==> config.mk <==
export PLATFORM = sky130hd
export DESIGN_NAME = imd_div_step
export DESIGN_NICKNAME = d
export VERILOG_FILES = /design/src/design/imd_pkg.sv /design/src/design/imd_div_step.sv
export SDC_FILE = /design/constraint.sdc
export NUM_CORES = 1
export LEC_CHECK = 0
export BUFFER_PORTS_ARGS = -buffer_cell sky130_fd_sc_hd__buf_2
export CAP_MARGIN = 30
export CORE_MARGIN = 5
export CORE_UTILIZATION = 35
export CTS_BUF_LIST = sky130_fd_sc_hd__clkbuf_16
export CTS_CLUSTER_DIAMETER = 60
export DETAILED_ROUTE_END_ITERATION = 7
export PLACE_DENSITY_LB_ADDON = 0.3
export SLEW_MARGIN = 20
export SYNTH_ARGS = -nofsm -noshare
export SYNTH_HDL_FRONTEND = slang
export SYNTH_SLANG_ARGS = --single-unit
==> constraint.sdc <==
create_clock -name clk -period 4.4 [get_ports clk]
set_input_delay 0.88 -clock clk [delete_from_list [all_inputs] [get_ports clk]]
set_output_delay 0.88 -clock clk [all_outputs]
set_load 0.05 [all_outputs]
==> src/design/imd_pkg.sv <==
// ----------------------------------------------------------------------------
// imd_pkg: shared types and codes for the integer multiply/divide unit
// Operation codes, the control word that travels down the pipeline, fixed
// port widths.
// ----------------------------------------------------------------------------
package imd_pkg;

  localparam int OP_W   = 64;  // operand and result field width on the ports
  localparam int FUNC_W = 4;
  localparam int DEST_W = 5;

  localparam logic [FUNC_W-1:0] FN_MUL    = 4'd0;
  localparam logic [FUNC_W-1:0] FN_MULH   = 4'd1;
  localparam logic [FUNC_W-1:0] FN_MULHSU = 4'd2;
  localparam logic [FUNC_W-1:0] FN_MULHU  = 4'd3;
  localparam logic [FUNC_W-1:0] FN_DIV    = 4'd4;
  localparam logic [FUNC_W-1:0] FN_DIVU   = 4'd5;
  localparam logic [FUNC_W-1:0] FN_REM    = 4'd6;
  localparam logic [FUNC_W-1:0] FN_REMU   = 4'd7;
  localparam logic [FUNC_W-1:0] FN_MULW   = 4'd8;
  localparam logic [FUNC_W-1:0] FN_DIVW   = 4'd9;
  localparam logic [FUNC_W-1:0] FN_DIVUW  = 4'd10;
  localparam logic [FUNC_W-1:0] FN_REMW   = 4'd11;
  localparam logic [FUNC_W-1:0] FN_REMUW  = 4'd12;

  typedef struct packed {
    logic              valid;
    logic              is_div;    // divide or remainder
    logic              want_rem;
    logic              mul_hi;    // upper half of product
    logic              word;      // 32-bit form, sign-extend result
    logic              neg;       // negate product / quotient / remainder
    logic              illegal;
    logic [DEST_W-1:0] dest;
  } ctrl_t;

endpackage

==> src/design/imd_div_step.sv <==
// ----------------------------------------------------------------------------
// imd_div_step: one restoring-division stage
// Shifts one dividend bit into the partial remainder and settles one
// quotient bit. Product words are held unchanged.
// ----------------------------------------------------------------------------
module imd_div_step import imd_pkg::*; #(
  parameter int XLEN = 64
) (
  input  logic            clk,
  input  logic            rst,
  input  logic            en,
  input  ctrl_t           ctrl_in,
  input  logic [XLEN-1:0] r_in,
  input  logic [XLEN-1:0] q_in,
  input  logic [XLEN-1:0] d_in,
  output ctrl_t           ctrl_out,
  output logic [XLEN-1:0] r_out,
  output logic [XLEN-1:0] q_out,
  output logic [XLEN-1:0] d_out
);

  logic [XLEN:0] rr, diff;
  logic          ge;

  assign rr   = {r_in, q_in[XLEN-1]};
  assign diff = rr - {1'b0, d_in};
  assign ge   = ~diff[XLEN];

  always_ff @(posedge clk) begin
    if (rst) begin
      ctrl_out <= '0;
    end else if (en) begin
      ctrl_out <= ctrl_in;
    end
  end

  always_ff @(posedge clk) begin
    if (en) begin
      d_out <= d_in;
      if (ctrl_in.is_div) begin
        r_out <= ge ? diff[XLEN-1:0] : rr[XLEN-1:0];
        q_out <= {q_in[XLEN-2:0], ge};
      end else begin
        r_out <= r_in;
        q_out <= q_in;
      end
    end
  end

endmodule

==> results.yml <==
power:
  p_leak_nw: 6.97
  p_total_mw: 6.36
  p_per_area_nw_per_um2: 406
  peakVddDrop_mv: 0.326
logic_synthesis:
  postSynthCellCount: 1150
  synth_top_family_by_area: "compound AO/OA/AOI/OAI gates"
  ys_seq_elements: 204
  synth_top_flop_cell: "edfxtp_1"
  synth.area.top_cells: "edfxtp_1 (48%), a21oi_1 (6.7%), ha_1 (6.6%), mux2_2 (6.0%), nor2_1 (4.2%)"
  synth_nets: 1422
  synth.largest_area_cell: "edfxtp_1"
  yosysSeqAreaShare_pct: 49.6
  syn_area_um2: 12100
  yosysWarnings: 0
  synth_adder_area_share_pct: 6.78
  synth_compound_area_share_pct: 16.1
  synthSimpleGateAreaFrac_pct: 10.2
  synthXorXnorAreaFrac_pct: 4.27
  synth_top_area_share_pct: 47.6
  synth_edf_count: 192
  async_flop_share_pct: 0
  synth_cell_types: 62
  syn_avg_cell_area_um2: 10.5
  synth_mux_area_share_pct: 8.53
critical_path:
  crit_slowest_cell: "fa_1"
  path_common_cell: "a21oi_1"
  worst_setup_path_start_kind: "input pin"
  rr_worst_depth: 2
  crit_family: "compound AO/OA/AOI/OAI gates"
  crit_path_end_kind: "flop"
  crit_arrival_ns: 4.20
  regToRegEndpoint: "ctrl_out[5]$_SDFFE_PP0P_"
  crit_type: "in -> reg"
  crit_cells: 16
  cp.required_ns: 4.67
  r2r_start: "ctrl_out[5]$_SDFFE_PP0P_"
  crit_chain: "buf_2, inv_1, ha_1, fa_1, nor2b_1, o2111ai_1, a31oi_1, o21ai_0, a21oi_1, buf_4, o311ai_1, a311oi_2, and3_2, buf_12, mux2i_1, a21oi_1"
  critical_path_buf_inv_count: 4
  reg2reg_setup_slack_ns: 3.79
  crit_fanout: 11
  slowest_delay_ns: 0.41
sta:
  setup_violations: 0
  period_share_pct: 89.4
  rsz0062_at_grt: "false"
  relSlewSlack_pct: 50.7
  hold_viol_final: 0
  finClkSkew_ns: 0
  tightest_slew_ns: 0.740
  fin_setup_tns_ns: 0
  fmax_mhz: 254
  drv_slew: 0
  layout_min_cycle_time_ns: 3.93
cts:
  clock_path_buffers: 3
  cts_resized: 0
  numClockSinks: 204
  holdBufCountCts: 0
  insertion_delay_ns: 0.55
  cts_root_buffer: "clkbuf_16"
  tritoncts: "built"
  post_cts_buffers: 0
  cts_buffers: 26
  h-tree-depth: 1
  clk_pin_slew_ns: 0.06
global_routing:
  grt_pass1_vias: 10500
  grt-ovfl-total: 0
  grt_pass1_wl_um: 57500
  grt_usage_pct: 18.5
  antenna_found_initial: 5
  grt_max_degree: 84
drt:
  firstDrtPassIters: 7
  vias: 10300
  drt_iter0_markers: 452
  avgRoutedWirePerCell_um: 18.3
  drc_errors: 0
  drtAntennaViolNets: 0
  wl_um: 37600
  vias_per_cell: 5.05
floorplan:
  ios: 411
  die_w_um: 196
  coreArea_um2: 34400
  die_area_um2: 38400
  die_h_um: 196
  rows: 68
  initial_core_util_pct: 35.2
placed_design:
  dp_hpwl_um: 29700
  gp_congestion: 0.964
  port_buffers: 410
job:
  maxCapViolCount: 0
layout:
  fin_nets: 1843
  drive_above_1_share_pct: 35.6
  synthToLayoutAreaGrowth_pct: 29.5
min_path:
  hold_start: "ctrl_out[10]$_SDFFE_PP0P_"
  hold_path_depth: 2
  hp-class: "reg -> reg"
  min_delay_worst_endpoint: "ctrl_out[10]$_SDFFE_PP0P_"
run_status:
  run_status: "finished clean"
## layout make-up
cell class,count,area [µm²]
diodes,2,5.00
clock buffers,26,651
clock inverters,22,145
fillers,3325,18700
inverters,75,282
multi-input cells,817,5570
flip-flops and latches,204,6010
well taps,455,569
repair buffers,447,2450
## flip-flops by register name, indices dropped and copies added (netlist names)
register / flops
ctrl_out: 12
r_out: 64
d_out: 64
q_out: 64
## cell usage after synthesis (4+ instances only)
master and n:
o21bai_1 9, and2_1 6, mux2_2 65, nor2_1 137, inv_1 75, buf_2 15, nand4_1 12, nor3_1 9
o21ai_1 5, a21oi_1 163, xnor2_1 32, nand3_1 20, buf_6 4, xor2_1 27, o2111ai_1 4, nand2b_1 5
and3_1 10, buf_1 5, nand2_1 53, o21ai_0 44, o21a_1 8, mux2i_1 30, nor2b_1 9, ha_1 64
a31oi_1 19, clkbuf_1 28, dfxtp_1 12, edfxtp_1 192, a21o_1 37, o211ai_1 4
## cells by family after synthesis
group | Yosys count
flops | 204
compound gates | 321
simple gates | 277
mux | 95
fa+ha+maj | 65
buf+inv | 129
xor+xnor | 59
## how the worst max path moves through the flow
stage,start,end,slack [ns]
floorplan,q_in[63],r_out[15]$_DFFE_PP_,0.65
global placement,q_in[63],r_out[55]$_DFFE_PP_,0.04
detailed placement,q_in[63],r_out[51]$_DFFE_PP_,-0.11
CTS,q_in[63],r_out[2]$_DFFE_PP_,0.45
global route,q_in[63],r_out[53]$_DFFE_PP_,0.16
finish,q_in[63],r_out[53]$_DFFE_PP_,0.47
## metal layers
layer  wire length (µm)  GRT usage, %
met4               1120          6.05
met3               3100          4.81
met2              17400          30.8
met1              15900          23.7
met5                 34             0
## cells in the final DEF, fill, tap and decap left out, types with 12 or more instances in the layout
master,count
dfxtp_1,12
ha_1,64
clkbuf_16,26
a31oi_1,19
nand2_1,53
edfxtp_1,192
xnor2_1,32
a21oi_1,163
o21ai_0,44
buf_4,29
a21o_1,37
inv_1,80
xor2_1,27
nor2_1,137
nand4_1,12
mux2i_1,30
buf_2,408
nand3_1,19
mux2_2,65
## tightest hold or removal path: stages (launching register included)
cell	delay (ns)
dfxtp_1	0.32
mux2i_1	0.06
nor2_1	0.07
## power by group
group,switching [mW],leakage [nW],internal (mW),total (mW)
combinational,1.38,4.59,0.629,2.01
clock,0.864,0.403,1.09,1.96
sequential,0.0543,1.98,2.34,2.40
total,2.30,6.97,4.07,6.36
## stage by stage
step / hold WS, ns / cell area, µm² / utilization (%) / std cells / worst slack (ns)
CTS: 0.481 / 15700 / 45.6 / 2046 / 0.447
global placement: 0.469 / 14900 / 43.3 / 1998 / 0.0428
finish: 0.487 / 15700 / 45.6 / 2048 / 0.467
global route: 0.485 / 15700 / 45.6 / 2048 / 0.160
detailed placement: 0.481 / 14900 / 43.3 / 1998 / -0.111
floorplan: 0.733 / 12100 / - / 1150 / 0.648
(Power assumes the default switching activity.)
