### src/design/imd_pkg.sv
// ----------------------------------------------------------------------------
// imd_pkg: shared types and codes for the integer multiply/divide unit
// Operation codes, the control word that travels down the pipeline, fixed
// port widths.
// ----------------------------------------------------------------------------
package imd_pkg;

  localparam int OP_W   = 64;  // operand and result field width on the ports
  localparam int FUNC_W = 4;
  localparam int DEST_W = 5;

  localparam logic [FUNC_W-1:0] FN_MUL    = 4'd0;
  localparam logic [FUNC_W-1:0] FN_MULH   = 4'd1;
  localparam logic [FUNC_W-1:0] FN_MULHSU = 4'd2;
  localparam logic [FUNC_W-1:0] FN_MULHU  = 4'd3;
  localparam logic [FUNC_W-1:0] FN_DIV    = 4'd4;
  localparam logic [FUNC_W-1:0] FN_DIVU   = 4'd5;
  localparam logic [FUNC_W-1:0] FN_REM    = 4'd6;
  localparam logic [FUNC_W-1:0] FN_REMU   = 4'd7;
  localparam logic [FUNC_W-1:0] FN_MULW   = 4'd8;
  localparam logic [FUNC_W-1:0] FN_DIVW   = 4'd9;
  localparam logic [FUNC_W-1:0] FN_DIVUW  = 4'd10;
  localparam logic [FUNC_W-1:0] FN_REMW   = 4'd11;
  localparam logic [FUNC_W-1:0] FN_REMUW  = 4'd12;

  typedef struct packed {
    logic              valid;
    logic              is_div;    // divide or remainder
    logic              want_rem;
    logic              mul_hi;    // upper half of product
    logic              word;      // 32-bit form, sign-extend result
    logic              neg;       // negate product / quotient / remainder
    logic              illegal;
    logic [DEST_W-1:0] dest;
  } ctrl_t;

endpackage

### src/design/imd_result.sv
// ----------------------------------------------------------------------------
// imd_result: result select and output register
// Picks the half or quotient/remainder, applies the divide sign, extends
// word results and holds the output word for the receiver.
// ----------------------------------------------------------------------------
module imd_result import imd_pkg::*; #(
  parameter int XLEN = 64
) (
  input  logic              clk,
  input  logic              rst,
  input  logic              en,
  input  ctrl_t             ctrl,
  input  logic [XLEN-1:0]   r_in,
  input  logic [XLEN-1:0]   q_in,
  output logic              out_valid,
  output logic [OP_W-1:0]   product,
  output logic [DEST_W-1:0] dest_out,
  output logic              illegal_op
);

  logic [XLEN-1:0] sel, signed_sel, res;

  always_comb begin
    if (ctrl.is_div) sel = ctrl.want_rem ? r_in : q_in;
    else             sel = ctrl.mul_hi ? r_in : q_in;
    signed_sel = (ctrl.is_div && ctrl.neg) ? ('0 - sel) : sel;
    for (int i = 0; i < XLEN; i++) begin
      res[i] = (ctrl.word && i >= 32) ? signed_sel[31] : signed_sel[i];
    end
    if (ctrl.illegal) res = '0;
  end

  always_ff @(posedge clk) begin
    if (rst) begin
      out_valid <= 1'b0;
    end else if (en) begin
      out_valid <= ctrl.valid;
    end
  end

  always_ff @(posedge clk) begin
    if (en) begin
      product    <= OP_W'(res);
      dest_out   <= ctrl.dest;
      illegal_op <= ctrl.illegal;
    end
  end

endmodule

### config.mk
export PLATFORM = sky130hd
export DESIGN_NAME = imd_result
export DESIGN_NICKNAME = d
export VERILOG_FILES = /design/src/design/imd_pkg.sv /design/src/design/imd_result.sv
export SDC_FILE = /design/constraint.sdc
export NUM_CORES = 1
export LEC_CHECK = 0
export CAP_MARGIN = 20
export CORE_MARGIN = 10
export CORE_UTILIZATION = 34
export DETAILED_ROUTE_END_ITERATION = 16
export DONT_BUFFER_PORTS = 1
export PLACE_DENSITY = 0.57
export REMOVE_ABC_BUFFERS = 1
export SLEW_MARGIN = 5
export SYNTH_ARGS = -nofsm -noshare
export SYNTH_HDL_FRONTEND = slang
export SYNTH_SLANG_ARGS = --single-unit
### constraint.sdc
create_clock -name clk -period 5.52 [get_ports clk]
set_input_delay 1.38 -clock clk [delete_from_list [all_inputs] [get_ports clk]]
set_output_delay 1.38 -clock clk [all_outputs]
set_load 0.02 [all_outputs]
==> impl_metrics.toml, run 1 <==
[pwr]
p_comb_share_pct = 16.8
sw_frac_of_total_pct = 30.5
switching_power_mw = 0.492
pwr-share-seq_pct = 47.1
ir_drop_uv = 148
power.leakage_nw = 2.20
pwr-share-clk_pct = 36.1
power_density_mw_per_mm2 = 243
p_int_mw = 1.12

[route]
viasPerCell = 6.60
routed_wl_um = 25700
drtIter0Drc = 607
ant_nets = 0
drc = 0
drtPass1Iterations = 5
vias = 5951
drt-wirelength-per-cell_um = 28.5

[place]
hpwl_um = 19800
placed_area_sq_mm = 0.00635
portBuffers = 0
place_congestion = 0.933

[clock_network]
clockRootBuffer = "clkbuf_16"
cts_hold_buf = 0
clk_pin_slew_ns = 0.05
worstSkewPairLatency_ns = 0.34
clockBufferDepth = 2
h-tree-depth = 3
postCtsResizedCells = 0
clkSinkCount = 71
cts_tree = "yes"
postCtsSetupRepairBufs = 0
numCtsBuffers = 9

[finish]
nets = 812
drive_gt1_share_pct = 6.39
diodes = 0
utilization_pct = 37.2
area_delta_synth_final_pct = 8.36
finalInstanceArea_sq_mm = 0.00663

[critical_path]
crit_cells = 9
slowest_delay_ns = 0.68
worst_path_max_delay_cell = "a22oi_2"
path_buf_inv = 0
path_cells = "mux2_8 -> mux2i_1 -> ha_1 -> nor2b_1 -> nand4_1 -> a22oi_2 -> nand4_1 -> o211ai_1 -> o211ai_1"
r2r-end = "out_valid$_SDFFE_PP0P_"
startpoint_type = "primary input"
r2r-start = "out_valid$_SDFFE_PP0P_"
arrival_ns = 4.48
critPathLaunch = "ctrl[10]"
r2r_setup_slack_ns = 4.82
worstSetupEndpointType = "flip-flop"
crit_family = "compound AO/OA/AOI/OAI gates"
crit_path_max_fanout = 72
required_ns = 5.59
criticalPathCategory = "primary input to flip-flop"
reg2reg_depth = 2
endpoint = "product[50]$_SDFFCE_PP0P_"

[grt]
grt_max_degree = 73
grt_overflow = 0
grt_use_total_pct = 20.5
antenna_found_initial = 0
grt_pass1_wl_um = 38300
grt_pass1_vias = 5859

[floorplanning]
coreArea_sq_mm = 0.0178
die_area_sq_mm = 0.0238
num_rows = 49
ioPinCount = 214
die_h_um = 154
initial_utilization_pct = 34.3
dieWidth_um = 154

[synthesis]
yosysTopAreaCell = "edfxtp_1"
synthTopCellsByArea = "edfxtp_1, mux2i_1, nor2_1, xor2_1, nor4_1"
synth-seq-area-share_pct = 34.7
synthFlopType = "edfxtp_1"
syn_inst = 685
yosys-top-cells-count = "mux2i_1, nor2_1, edfxtp_1"
synth_edf_count = 70
async_reset_ff_share_pct = 0
ys_ff_latch = 71
synth_top_area_share_pct = 34.3
synth_cell_types = 64
syn-cell-area_sq_mm = 0.00612
synth_warnings = 0
syn_area_per_cell_sq_um = 8.94

[timing]
setup_viol = 0
rsz0062_at_grt = "no"
skew_ns = 0
slew_violations = 0
relSlewSlack_pct = 23.0
post-route-period-util_pct = 79.8
worst_pin_slew_ns = 1.15
finalHoldWorstSlack_ns = 0.612
max_freq_ghz = 0.227
min_period_ns = 4.40
finalHoldViolCount = 0
fin_tns_setup_ns = 0

[min_path]
hold_class = "flip-flop to flip-flop"

[status]
status = "finished clean"

[flow_run]
drv_cap = 0
[flip-flops by register name, indices dropped and copies added, names as in the netlist]
register,flops
out_valid,1
product,64
dest_out,5
illegal_op,1
[through the flow]
step                setup WS, ns  cells  power (mW)
floorplan                 -0.456    645       0.964
global placement            1.01    886        1.04
detailed placement         0.810    886        1.04
CTS                         1.17    902        1.63
global route               0.855    902        1.68
finish                      1.12    902        1.61
[worst min-delay path by stage]
| stage | cells past startpoint | slack [ns] | startpoint | end |
|---|---|---|---|---|
| CTS | 2 | 0.62 | out_valid$_SDFFE_PP0P_ | out_valid$_SDFFE_PP0P_ |
| floorplan | 2 | 0.58 | out_valid$_SDFFE_PP0P_ | out_valid$_SDFFE_PP0P_ |
| detailed placement | 2 | 0.61 | out_valid$_SDFFE_PP0P_ | out_valid$_SDFFE_PP0P_ |
| finish | 2 | 0.61 | out_valid$_SDFFE_PP0P_ | out_valid$_SDFFE_PP0P_ |
| global placement | 2 | 0.60 | out_valid$_SDFFE_PP0P_ | out_valid$_SDFFE_PP0P_ |
| global route | 2 | 0.64 | out_valid$_SDFFE_PP0P_ | out_valid$_SDFFE_PP0P_ |
[per-layer routing]
layer / share of wire (%) / vias to the layer above / track usage (%)
met1: 38 / 2905 / 24.6
li1: - / 2682 / -
met2: 47 / 328 / 32.9
met4: 1.9 / 0 / 5.71
met5: 0 / - / 0
met3: 13 / 36 / 8.76
[logic make-up after synthesis]
logic type,count (synthesis),share of synthesized area (%)
adder cells (fa/ha/maj),1,0.204
buffers and inverters,43,3.09
flip-flops,71,34.7
AND/OR/NAND/NOR,306,26.5
AO/OA/AOI/OAI,139,15.7
multiplexers,85,14.1
XOR/XNOR,40,5.72
[power groups by stage]
stage	combinational (mW)	clock, mW	sequential (mW)
after global placement	0.265	0	0.775
after floorplan	0.209	0	0.754
final	0.272	0.581	0.760
after global routing	0.298	0.613	0.767
after CTS	0.270	0.593	0.764
after detailed placement	0.269	0	0.775
[final cells by class]
cell class / instances / area (sq um)
clock buffer: 12 / 236
clock inverter: 4 / 46.3
fill: 1791 / 11200
inverter: 3 / 11.3
multi-input combinational: 571 / 3840
sequential: 71 / 2120
tap: 229 / 287
timing repair buffer: 12 / 90.1
[cells in the final DEF, fill, tap and decap left out, types with 12 or more instances in the layout]
master / netlist / layout
nor3_1: 44 / 44
nor2_1: 76 / 76
a21oi_1: 24 / 24
buf_4: 1 / 12
or4_1: 19 / 19
o21ai_1: 22 / 22
mux2i_1: 76 / 75
nand2_1: 36 / 35
a31oi_1: 14 / 14
xor2_1: 31 / 31
nor4_1: 40 / 40
nand3_1: 29 / 29
edfxtp_1: 70 / 70
nand4_1: 25 / 25
[worst min-delay path, stage by stage, from the launching register on]
cell and delay, ns:
dfxtp_1 0.38, mux2i_1 0.15, nor2_1 0.05
(Power assumes the default switching activity.)
==> run 2: changes to the inputs <==
ABC_AREA = 1   (was not set)
clock period = 4.21 ns   (was 5.52 ns; I/O delays follow)
==> run 2 against run 1 <==
  * Synthesized area is 16% higher
  * Sequential share of layout area is 3.4 points lower
  * Clock power is 41% higher
  * Wire length is 3.9% higher
  * Die area is 14% higher
  * Utilization is 0.68 points lower
  * Clock skew stayed put
  * Critical path type unchanged
  * Power is 47% higher
==> impl_metrics.toml, run 2 <==
[status]
status = "finished clean"

[pwr]
total_power_mw = 2.37
power_density_mw_per_mm2 = 318
p_comb_share_pct = 23.5
ir_drop_uv = 153
switching_power_mw = 0.804
pwr-share-clk_pct = 34.6
power.leakage_nw = 3.11
pwr-share-seq_pct = 41.9
p_int_mw = 1.56
sw_frac_of_total_pct = 34.0

[synthesis]
synth_edf_count = 70
syn_inst = 1151
synthTopCellsByArea = "edfxtp_1, nand2_1, nand3_1, nor2_1, a21oi_2"
ys_ff_latch = 71
synth_top_area_share_pct = 29.7
syn_area_per_cell_sq_um = 6.15
synth_cell_types = 35
synth_warnings = 0
async_reset_ff_share_pct = 0
yosysTopAreaCell = "edfxtp_1"
synth-seq-area-share_pct = 30.0
synth.most_common_cell = "nand2_1"
syn-cell-area_sq_mm = 0.00708
yosys-top-cells-count = "nand2_1, nand3_1, nor2_1"
synthFlopType = "edfxtp_1"

[timing]
rsz0062_at_grt = "no"
setup_ws_ns = 0.922
skew_ns = 0
post-route-period-util_pct = 78.1
slew_violations = 0
setup_viol = 0
relSlewSlack_pct = 44.4
finalHoldViolCount = 0
min_period_ns = 3.29
worst_pin_slew_ns = 0.833
max_freq_ghz = 0.304
fin_tns_setup_ns = 0
finalHoldWorstSlack_ns = 0.611

[clock_network]
postCtsResizedCells = 0
postCtsSetupRepairBufs = 0
clk_pin_slew_ns = 0.06
h-tree-depth = 3
numCtsBuffers = 9
clockRootBuffer = "clkbuf_16"
clockBufferDepth = 2
clkSinkCount = 71
cts_hold_buf = 0
cts_tree = "yes"
worstSkewPairLatency_ns = 0.34

[critical_path]
worstSetupEndpointType = "flip-flop"
required_ns = 4.30
crit_path_max_fanout = 65
criticalPathCategory = "primary input to flip-flop"
r2r-start = "out_valid$_SDFFE_PP0P_"
arrival_ns = 3.38
critPathLaunch = "ctrl[9]"
startpoint_type = "primary input"

[finish]
regMostFlops = "product"
layoutNonFillerInstCount = 1386
nets = 1255
finalInstanceArea_sq_mm = 0.00743
top_regs = "product (64), dest_out (5)"
area_delta_synth_final_pct = 4.98
diodes = 0
largest_reg_flops = 64
layout_commonest_cell = "nand2_1"
utilization_pct = 36.5
drive_gt1_share_pct = 6.99
layout_common_cells = "nand2_1, nand3_1, nor2_1, edfxtp_1, inv_1"

[place]
portBuffers = 0
hpwl_um = 20300
placed_area_sq_mm = 0.00710
place_congestion = 0.974
dpl.cell_count = 1369
dp_worst_setup_slack_ns = 0.597

[grt]
grt_pass1_wl_um = 40500
grt_use_total_pct = 19.3
antenna_found_initial = 0
grt_overflow = 0
grt_pass1_vias = 6782
grt_max_degree = 72

[route]
routed_wl_um = 26700
drtPass1Iterations = 5
ant_nets = 0
viasPerCell = 5.38
drt-wirelength-per-cell_um = 19.3
vias = 7463
drc = 0
drtIter0Drc = 722

[floorplanning]
die_h_um = 164
die_area_sq_mm = 0.0270
dieWidth_um = 164
initial_utilization_pct = 34.8
coreArea_sq_mm = 0.0204
num_rows = 52
ioPinCount = 214

[flow_run]
drv_cap = 0

[min_path]
min_from = "out_valid$_SDFFE_PP0P_"
hold_class = "flip-flop to flip-flop"
run 2: cell count changes in the layout (fill, tap and decap cells not counted), sizes merged, moves of 12 or more:
cell	previous run	this run
a31oi	14	0
mux2i	76	1
nand3	30	206
nor2	76	93
a211oi	12	0
nor3	44	14
a21oi	25	61
nand2	36	516
or4	21	0
inv	3	52
nor4	40	0
xor2	31	1
run 2: critical path, stage by stage:
cell,delay (ns)
inv_2,0.58
nand2_1,0.12
nand3_1,0.10
nand2_1,0.17
nand2_1,0.15
nor2_2,0.06
nand2_1,0.13
nor2_1,0.05
nand2_1,0.09
nand2_4,0.09
xor2_4,0.17
nand2_4,0.18
buf_12,0.24
a21oi_2,0.09
run 2: final timing paths:
| check | endpoint | cells past startpoint | slack (ns) |
|---|---|---|---|
| setup / recovery | product[40]$_SDFFCE_PP0P_ | 14 | 0.92 |
| hold / removal | out_valid$_SDFFE_PP0P_ | 2 | 0.61 |
| setup reg to reg | out_valid$_SDFFE_PP0P_ | 2 | 3.52 |
| hold reg to reg | out_valid$_SDFFE_PP0P_ | 2 | 0.61 |
run 2: cell type report:
class / instances / area, sq um
Fill cell: 2217 / 12900
Clock buffer: 11 / 233
Tap cell: 270 / 338
Timing Repair Buffer: 12 / 135
Multi-Input combinational cell: 965 / 4340
Clock inverter: 5 / 72.6
Inverter: 52 / 195
Sequential cell: 71 / 2120
run 2: kinds of logic (layout without fill, tap and decap cells):
group | count (synthesis) | after routing | synth area share (%)
DFF | 71 | 71 | 30.0
buffers and inverters | 115 | 80 | 8.76
muxes | 1 | 1 | 0.141
xor gates and xnor gates | 1 | 1 | 0.389
and+or+nand+nor | 855 | 855 | 51.0
AOI/OAI and AO/OA | 107 | 107 | 9.58
adders and majority gates | 1 | 1 | 0.177
run 2: metal layers:
| metal | GRT usage, % | part of all wire (%) |
|---|---|---|
| met1 | 26.0 | 44 |
| met4 | 5.44 | 1.6 |
| met2 | 29.2 | 44 |
| met5 | 0 | 0 |
| met3 | 5.51 | 10 |
run 2: power by group through the flow:
stage / clock, mW / combinational (mW) / sequential (mW)
floorplan: 0 / 0.405 / 0.985
global placement: 0 / 0.541 / 1.01
detailed placement: 0 / 0.547 / 1.01
CTS: 0.829 / 0.549 / 0.998
global route: 0.860 / 0.628 / 1.00
finish: 0.818 / 0.556 / 0.992
