$ cat src/design/imd_pkg.sv
// ----------------------------------------------------------------------------
// imd_pkg: shared types and codes for the integer multiply/divide unit
// Operation codes, the control word that travels down the pipeline, fixed
// port widths.
// ----------------------------------------------------------------------------
package imd_pkg;

  localparam int OP_W   = 64;  // operand and result field width on the ports
  localparam int FUNC_W = 4;
  localparam int DEST_W = 5;

  localparam logic [FUNC_W-1:0] FN_MUL    = 4'd0;
  localparam logic [FUNC_W-1:0] FN_MULH   = 4'd1;
  localparam logic [FUNC_W-1:0] FN_MULHSU = 4'd2;
  localparam logic [FUNC_W-1:0] FN_MULHU  = 4'd3;
  localparam logic [FUNC_W-1:0] FN_DIV    = 4'd4;
  localparam logic [FUNC_W-1:0] FN_DIVU   = 4'd5;
  localparam logic [FUNC_W-1:0] FN_REM    = 4'd6;
  localparam logic [FUNC_W-1:0] FN_REMU   = 4'd7;
  localparam logic [FUNC_W-1:0] FN_MULW   = 4'd8;
  localparam logic [FUNC_W-1:0] FN_DIVW   = 4'd9;
  localparam logic [FUNC_W-1:0] FN_DIVUW  = 4'd10;
  localparam logic [FUNC_W-1:0] FN_REMW   = 4'd11;
  localparam logic [FUNC_W-1:0] FN_REMUW  = 4'd12;

  typedef struct packed {
    logic              valid;
    logic              is_div;    // divide or remainder
    logic              want_rem;
    logic              mul_hi;    // upper half of product
    logic              word;      // 32-bit form, sign-extend result
    logic              neg;       // negate product / quotient / remainder
    logic              illegal;
    logic [DEST_W-1:0] dest;
  } ctrl_t;

endpackage

$ cat src/design/imd_prep.sv
// ----------------------------------------------------------------------------
// imd_prep: decode and operand preparation stage
// Decodes the operation, extends word operands, takes magnitudes and
// registers the control word.
// ----------------------------------------------------------------------------
module imd_prep import imd_pkg::*; #(
  parameter int XLEN = 64
) (
  input  logic              clk,
  input  logic              rst,
  input  logic              en,
  input  logic              in_valid,
  input  logic [FUNC_W-1:0] func,
  input  logic [OP_W-1:0]   operand_a,
  input  logic [OP_W-1:0]   operand_b,
  input  logic [DEST_W-1:0] dest_index,
  output ctrl_t             ctrl,
  output logic [XLEN-1:0]   ma,
  output logic [XLEN-1:0]   mb
);

  localparam bit WORD_OK = (XLEN > 32);

  ctrl_t           c;
  logic            word, sgn_a, sgn_b, ext_s;
  logic [XLEN-1:0] a_ext, b_ext, ma_next, mb_next;
  logic            na, nb, dz;

  always_comb begin
    c      = '0;
    word   = 1'b0;
    sgn_a  = 1'b0;
    sgn_b  = 1'b0;
    ext_s  = 1'b0;
    case (func)
      FN_MUL:    ;
      FN_MULH:   begin c.mul_hi = 1'b1; sgn_a = 1'b1; sgn_b = 1'b1; end
      FN_MULHSU: begin c.mul_hi = 1'b1; sgn_a = 1'b1; end
      FN_MULHU:  c.mul_hi = 1'b1;
      FN_DIV:    begin c.is_div = 1'b1; sgn_a = 1'b1; sgn_b = 1'b1; end
      FN_DIVU:   c.is_div = 1'b1;
      FN_REM:    begin c.is_div = 1'b1; c.want_rem = 1'b1; sgn_a = 1'b1; sgn_b = 1'b1; end
      FN_REMU:   begin c.is_div = 1'b1; c.want_rem = 1'b1; end
      FN_MULW:   word = 1'b1;
      FN_DIVW:   begin
        word = 1'b1; c.is_div = 1'b1; sgn_a = 1'b1; sgn_b = 1'b1; ext_s = 1'b1;
      end
      FN_DIVUW:  begin word = 1'b1; c.is_div = 1'b1; end
      FN_REMW:   begin
        word = 1'b1; c.is_div = 1'b1; c.want_rem = 1'b1;
        sgn_a = 1'b1; sgn_b = 1'b1; ext_s = 1'b1;
      end
      FN_REMUW:  begin word = 1'b1; c.is_div = 1'b1; c.want_rem = 1'b1; end
      default:   c.illegal = 1'b1;
    endcase
    if (word && !WORD_OK) c.illegal = 1'b1;
    c.word  = word;
    c.valid = in_valid;
    c.dest  = dest_index;
    c.neg   = c.is_div ? (c.want_rem ? na : ((na ^ nb) & ~dz)) : (na ^ nb);
  end

  // word forms run as full-width ops on extended operands
  always_comb begin
    for (int i = 0; i < XLEN; i++) begin
      a_ext[i] = (word && i >= 32) ? (ext_s & operand_a[31]) : operand_a[i];
      b_ext[i] = (word && i >= 32) ? (ext_s & operand_b[31]) : operand_b[i];
    end
  end

  assign na      = sgn_a & a_ext[XLEN-1];
  assign nb      = sgn_b & b_ext[XLEN-1];
  assign dz      = (b_ext == '0);
  assign ma_next = na ? ('0 - a_ext) : a_ext;
  assign mb_next = nb ? ('0 - b_ext) : b_ext;

  always_ff @(posedge clk) begin
    if (rst) begin
      ctrl <= '0;
    end else if (en) begin
      ctrl <= c;
    end
  end

  always_ff @(posedge clk) begin
    if (en) begin
      ma <= ma_next;
      mb <= mb_next;
    end
  end

endmodule

$ cat config.mk
export PLATFORM = sky130hd
export DESIGN_NAME = imd_prep
export DESIGN_NICKNAME = d
export VERILOG_FILES = /design/src/design/imd_pkg.sv /design/src/design/imd_prep.sv
export SDC_FILE = /design/constraint.sdc
export NUM_CORES = 1
export LEC_CHECK = 0
export ABC_AREA = 0
export BUFFER_PORTS_ARGS = -buffer_cell sky130_fd_sc_hd__buf_2
export CAP_MARGIN = 30
export CORE_MARGIN = 10
export CORE_UTILIZATION = 35
export DETAILED_ROUTE_END_ITERATION = 8
export PLACE_DENSITY = 0.67
export RECOVER_POWER = 50
export SKIP_CTS_REPAIR_TIMING = 1
export SLEW_MARGIN = 20
export SYNTH_ARGS = -nofsm -noshare
export SYNTH_HDL_FRONTEND = slang
export SYNTH_SLANG_ARGS = --single-unit
$ cat constraint.sdc
create_clock -name clk -period 3.32 [get_ports clk]
set_input_delay 0.166 -clock clk [delete_from_list [all_inputs] [get_ports clk]]
set_output_delay 0.166 -clock clk [all_outputs]
set_load 0.03 [all_outputs]
==> results.sh, run 1 <==
export IMPL_status="complete, but fails checks"
export IMPL_violations="negative hold slack, max-capacitance violations, max-slew violations"
export IMPL_yosysUniqueCellTypes=69
export IMPL_cp_num_buf_inv=2
export IMPL_num_vias=8173
export IMPL_cp_max_fo=64
export IMPL_antenna_found_initial=13
export IMPL_cts_root_buf="clkbuf_16"
export IMPL_seqCellArea_sq_um=4084
export IMPL_clk_pin_slew_worst_paths_ns=0.06
export IMPL_numClockSinks=140
export IMPL_hold_path_class="in2reg"
export IMPL_start_util_pct=35.58
export IMPL_drt_first_pass_iters=5
export IMPL_r2r_end="ctrl[10]"
export IMPL_fillers=2375
export IMPL_syn2layout_area_growth_pct=29.66
export IMPL_relSlewSlack_pct=-27.74
export IMPL_fin_ws_ns=0.4041
export IMPL_place_inst=1436
export IMPL_r2r_start="ctrl[10]"
export IMPL_die_x_um=174.7
export IMPL_route_detailed_drc=0
export IMPL_drt_wl_total_um=30740
export IMPL_layout_min_cycle_time_ns=2.916
export IMPL_yosys_warnings=0
export IMPL_fmax_ghz=0.3429
export IMPL_drt_initial_drc_count=755
export IMPL_crit_end="mb[40]"
export IMPL_synth_edf_count=128
export IMPL_whs_ns=-0.02369
export IMPL_cp_required_ns=3.35
export IMPL_worstSetupStartpoint="en"
export IMPL_synth_top_area_share_pct=45.88
export IMPL_grt_pass1_vias=7971
export IMPL_cts_buffers_inserted=17
export IMPL_port_buffers=280
export IMPL_nets=1283
export IMPL_drt_vias_per_instance=5.507
export IMPL_grt_ovfl_total=0
export IMPL_synth_area_top_cells="edfxtp_1 46%, xnor2_1 5.9%, a21oi_1 5.0%"
export IMPL_cp_top_family="buffers and inverters"
export IMPL_synth_cells=850
export IMPL_synth_common_cells="128 x edfxtp_1, 91 x nor2_1, 83 x a21oi_1"
export IMPL_synth_flop_cell="edfxtp_1"
export IMPL_multi_input_area_sq_um=4076
export IMPL_cts_tree="yes"
export IMPL_ys_ff_latch=140
export IMPL_grt_pass1_wl_um=46340
export IMPL_synth_nets=993
export IMPL_r2r_cells=2
export IMPL_arrival_ns=2.94
export IMPL_dieArea_sq_um=30520
export IMPL_r2r_slack_ns=2.56
export IMPL_wl_per_cell_um=20.71
export IMPL_io_pins=281
export IMPL_slowest_delay_ns=1.35
export IMPL_cap_violations=2
export IMPL_h_tree_depth=4
export IMPL_start_kind="input port"
export IMPL_dp_slack_ns=0.5035
export IMPL_yosys_area_top_type="edfxtp_1"
export IMPL_crit_slowest_cell="clkbuf_1"
export IMPL_end_kind="flop"
export IMPL_drt_antenna_violating_nets=0
export IMPL_core_area_sq_um=23540
export IMPL_crit_chain="clkbuf_1, buf_2"
export IMPL_async_flop_share_pct=0
export IMPL_synth_most_common_cell="edfxtp_1"
export IMPL_final_setup_viol_count=0
export IMPL_peakVddDrop_mv=0.2904
export IMPL_dp_hpwl_um=23220
export IMPL_clk_path_buf_depth=2
export IMPL_synth_seq_area_share_pct=48.75
export IMPL_clk_latency_ns=0.42
export IMPL_p_total_mw=5.521
export IMPL_tightestPinTransition_ns=1.916
export IMPL_skew_ns=0
export IMPL_rsz0062_at_grt="no"
export IMPL_syn_area_per_cell_sq_um=9.855
export IMPL_hold_viol=3
export IMPL_die_height_um=174.7
export IMPL_path_class="in2reg"
export IMPL_stdcell_count=1484
export IMPL_p_per_area_nw_per_um2=508.3
export IMPL_gp_congestion=0.9403
export IMPL_tns_ns=0
export IMPL_cp_depth=2
export IMPL_grt_max_degree=65
export IMPL_final_layout_size_suffix_gt1_share_pct=25.85
export IMPL_fin_crit_sh_pct=87.83
export IMPL_p_leak_nw=4.042
export IMPL_rows=56
export IMPL_drv_slew=100
export IMPL_netlist_area_sq_um=8377
export IMPL_track_usage_pct=19.15
-- worst min path at each step --
stage | from | to | slack, ns | cells after the start
4_1_cts | operand_b[0] | mb[0] | -0.05 | 1
6_report | dest_index[2] | ctrl[2] | -0.02 | 3
3_3_place_gp | operand_b[0] | mb[0] | 0.39 | 1
5_1_grt | dest_index[2] | ctrl[2] | 0.003 | 3
2_1_floorplan | rst | ctrl[9] | 0.25 | 1
3_5_place_dp | operand_a[0] | ma[0] | 0.40 | 1
-- stage by stage --
stage	instance area, sq um	hold WS (ns)	util, %
floorplan	8377	0.2453	-
global placement	10260	0.3950	43.59
detailed placement	10280	0.4020	43.65
CTS	10900	-0.04592	46.30
global route	10860	0.002672	46.12
finish	10860	-0.02369	46.14
-- where the power goes --
group	total (mW)	leakage [nW]	internal, mW	switching, mW
clock network	2.07	0.292	1.27	0.808
logic	1.23	2.40	0.360	0.873
registers	2.21	1.35	2.16	0.0576
total	5.52	4.04	3.78	1.74
-- placed cells by master, fill, tap and decap left out, types with 29 or more instances in the layout --
cell type / instances
a21oi_1: 81
buf_2: 214
clkbuf_1: 69
edfxtp_1: 128
nand2_1: 59
nor2_1: 91
nor3_1: 29
nor4_1: 32
o21ai_0: 42
xnor2_1: 56
-- flip-flops by register name, indices dropped and copies added, names as in the netlist --
register / count
ma: 64
mb: 64
ctrl: 12
-- kinds of logic after synthesis --
group / count (synthesis) / share of synthesized area, %
fa+ha+maj: 2 / 0.2987
flops: 140 / 48.75
buf+inv: 60 / 2.763
mux: 11 / 1.329
compound gates: 235 / 18.09
xor+xnor: 83 / 8.678
simple gates: 319 / 20.09
-- per-layer routing --
layer	vias up	track usage [%]	wire length [um]
met2	338	31.42	15030
met5	-	0	13
met4	2	7.983	805
met1	3924	23.85	12770
met3	54	4.247	2109
li1	3855	-	-
-- final cells by class --
cell class | instances | area share [%]
inverters | 17 | 0.5875
clock inverters | 13 | 1.751
well taps | 319 | 3.675
clock buffers | 19 | 3.986
flip-flops and latches | 140 | 37.60
repair buffers | 314 | 14.60
diodes | 12 | 0.2765
multi-input cells | 650 | 37.53
-- worst reg2reg max path, stage by stage (launching register included) --
cell      delay (ns)
dfxtp_1         0.34
nor2_1          0.04
a211oi_1        0.28
Note: power is estimated with default switching activity, not from simulation.
==> run 2: changes to the inputs <==
--- a/config.mk
+++ b/config.mk
@@ -8,10 +8,12 @@
 export ABC_AREA = 0
 export BUFFER_PORTS_ARGS = -buffer_cell sky130_fd_sc_hd__buf_2
 export CAP_MARGIN = 30
+export CELL_PAD_IN_SITES_DETAIL_PLACEMENT = 1
+export CELL_PAD_IN_SITES_GLOBAL_PLACEMENT = 2
 export CORE_MARGIN = 10
-export CORE_UTILIZATION = 35
+export CORE_UTILIZATION = 31
 export DETAILED_ROUTE_END_ITERATION = 8
-export PLACE_DENSITY = 0.67
+export PLACE_DENSITY = 0.9
 export RECOVER_POWER = 50
 export SKIP_CTS_REPAIR_TIMING = 1
 export SLEW_MARGIN = 20
==> run 2 against run 1 <==
  * Critical path depth rose by 10
  * The flow still finishes with violations (negative hold slack, max-capacitance violations, max-slew violations)
  * Clock skew did not move
  * Final cell count rose by 1.3%
  * Total power fell by 0.99%
  * Critical endpoint is now ctrl[6]
  * Cell area barely moved
  * Non-clock buffer count did not move
  * Sequential share of layout area barely moved
  * Clock power fell by 4%
  * Largest power group unchanged
  * Sequential power barely moved
  * Die area rose by 11%
==> results.sh, run 2 (synthesis results as in run 1) <==
export IMPL_gp_congestion=0.8747
export IMPL_fmax_ghz=0.3297
export IMPL_wl_met1_um=14320
export IMPL_p_leak_nw=4.033
export IMPL_final_layout_size_suffix_gt1_share_pct=26.13
export IMPL_arrival_ns=3.34
export IMPL_relSlewSlack_pct=-76.18
export IMPL_dieArea_sq_um=34000
export IMPL_drv_slew=51
export IMPL_drt_initial_drc_count=513
export IMPL_clk_latency_ns=0.43
export IMPL_p_per_area_nw_per_um2=502.8
export IMPL_place_inst=1458
export IMPL_drt_vias_per_instance=5.493
export IMPL_drt_antenna_violating_nets=0
export IMPL_layout_min_cycle_time_ns=3.033
export IMPL_top_regs="ma: 64 flops, mb: 64 flops, ctrl: 12 flops"
export IMPL_status="complete, but fails checks"
export IMPL_die_x_um=184.4
export IMPL_grt_ovfl_total=0
export IMPL_num_vias=8256
export IMPL_cp_max_fo=5
export IMPL_skew_ns=0
export IMPL_grt_pass1_wl_um=51030
export IMPL_most_common_layout_cells="214 x buf_2, 128 x edfxtp_1, 91 x nor2_1"
export IMPL_rows=60
export IMPL_cap_violations=1
export IMPL_whs_ns=-0.02893
export IMPL_met3_length_um=2168
export IMPL_track_usage_pct=19.40
export IMPL_cp_required_ns=3.63
export IMPL_h_tree_depth=4
export IMPL_p_total_mw=5.466
export IMPL_numClockSinks=140
export IMPL_cts_root_buf="clkbuf_16"
export IMPL_clk_path_buf_depth=2
export IMPL_tns_ns=0
export IMPL_peakVddDrop_mv=0.2606
export IMPL_die_height_um=184.4
export IMPL_rsz0062_at_grt="no"
export IMPL_path_class="in2reg"
export IMPL_dr_max_layer_used="met5"
export IMPL_start_util_pct=31.26
export IMPL_dp_hpwl_um=25670
export IMPL_grt_pass1_vias=8443
export IMPL_start_kind="input port"
export IMPL_fin_crit_sh_pct=91.35
export IMPL_layout_commonest_cell="buf_2"
export IMPL_nets=1283
export IMPL_hold_viol=4
export IMPL_tightestPinTransition_ns=2.643
export IMPL_drt_wl_total_um=34130
export IMPL_end_kind="flop"
export IMPL_final_setup_viol_count=0
export IMPL_clk_pin_slew_worst_paths_ns=0.07
export IMPL_antenna_found_initial=13
export IMPL_hold_path_class="in2reg"
export IMPL_drt_first_pass_iters=5
export IMPL_grt_max_degree=63
export IMPL_port_buffers=280
export IMPL_route_detailed_drc=0
export IMPL_violations="negative hold slack, max-capacitance violations, max-slew violations"
export IMPL_cts_buffers_inserted=17
export IMPL_met2_wirelength_um=16770
export IMPL_cts_tree="yes"
export IMPL_stdcell_count=1503
export IMPL_core_area_sq_um=26800
export IMPL_wl_per_cell_um=22.71
export IMPL_io_pins=281
export IMPL_syn2layout_area_growth_pct=29.77
run 2: area by class of cell:
cell class	count	area, sq um
Fill cell	3136	15930
Sequential cell	140	4084
Multi-Input combinational cell	650	4084
Timing Repair Buffer	314	1602
Tap cell	341	426.7
Clock buffer	17	425.4
Clock inverter	14	160.2
Inverter	17	63.81
Antenna cell	10	25.02
run 2: per-stage QoR:
step | util (%) | setup WS, ns | hold WS, ns | instance area [sq um]
finish | 40.56 | 0.2872 | -0.02893 | 10870
global placement | 38.45 | 0.4950 | 0.3953 | 10300
detailed placement | 38.45 | 0.4591 | 0.3983 | 10300
global route | 40.53 | 0.06403 | 0.001680 | 10860
floorplan | - | 0.9459 | 0.2453 | 8377
CTS | 40.63 | 0.8763 | -0.06029 | 10890
run 2: worst paths after layout:
| check | startpoint | endpoint | slack [ns] | depth (start not counted) |
|---|---|---|---|---|
| worst min register to register | ctrl[8] | ctrl[8] | 0.47 | 2 |
| worst max register to register | ctrl[10] | ctrl[10] | 2.57 | 2 |
| worst min-delay path | dest_index[0] | ctrl[0] | -0.03 | 3 |
| worst max-delay path | operand_b[0] | ctrl[6] | 0.29 | 12 |
run 2: power by group:
| part | internal (mW) | total [mW] | switching [mW] | leakage, nW |
|---|---|---|---|---|
| sequential | 2.16 | 2.22 | 0.0609 | 1.35 |
| clock | 1.12 | 1.99 | 0.872 | 0.280 |
| combinational | 0.363 | 1.26 | 0.893 | 2.41 |
| total | 3.64 | 5.47 | 1.83 | 4.03 |
run 2: routing by layer:
| layer | global-route usage [%] | vias up |
|---|---|---|
| met5 | 0 | - |
| met4 | 7.637 | 6 |
| met3 | 4.666 | 44 |
| met2 | 31.79 | 251 |
| met1 | 24.03 | 4098 |
| li1 | - | 3857 |
run 2: worst max-delay path: stages:
cell,delay (ns)
dlygate4sd3_1,0.55
buf_2,0.15
inv_1,0.06
ha_1,0.19
nor4b_1,0.26
buf_4,0.19
nand3_1,0.18
nor2_1,0.39
nand4_1,0.23
a2111oi_0,0.70
buf_4,0.22
o41ai_1,0.06
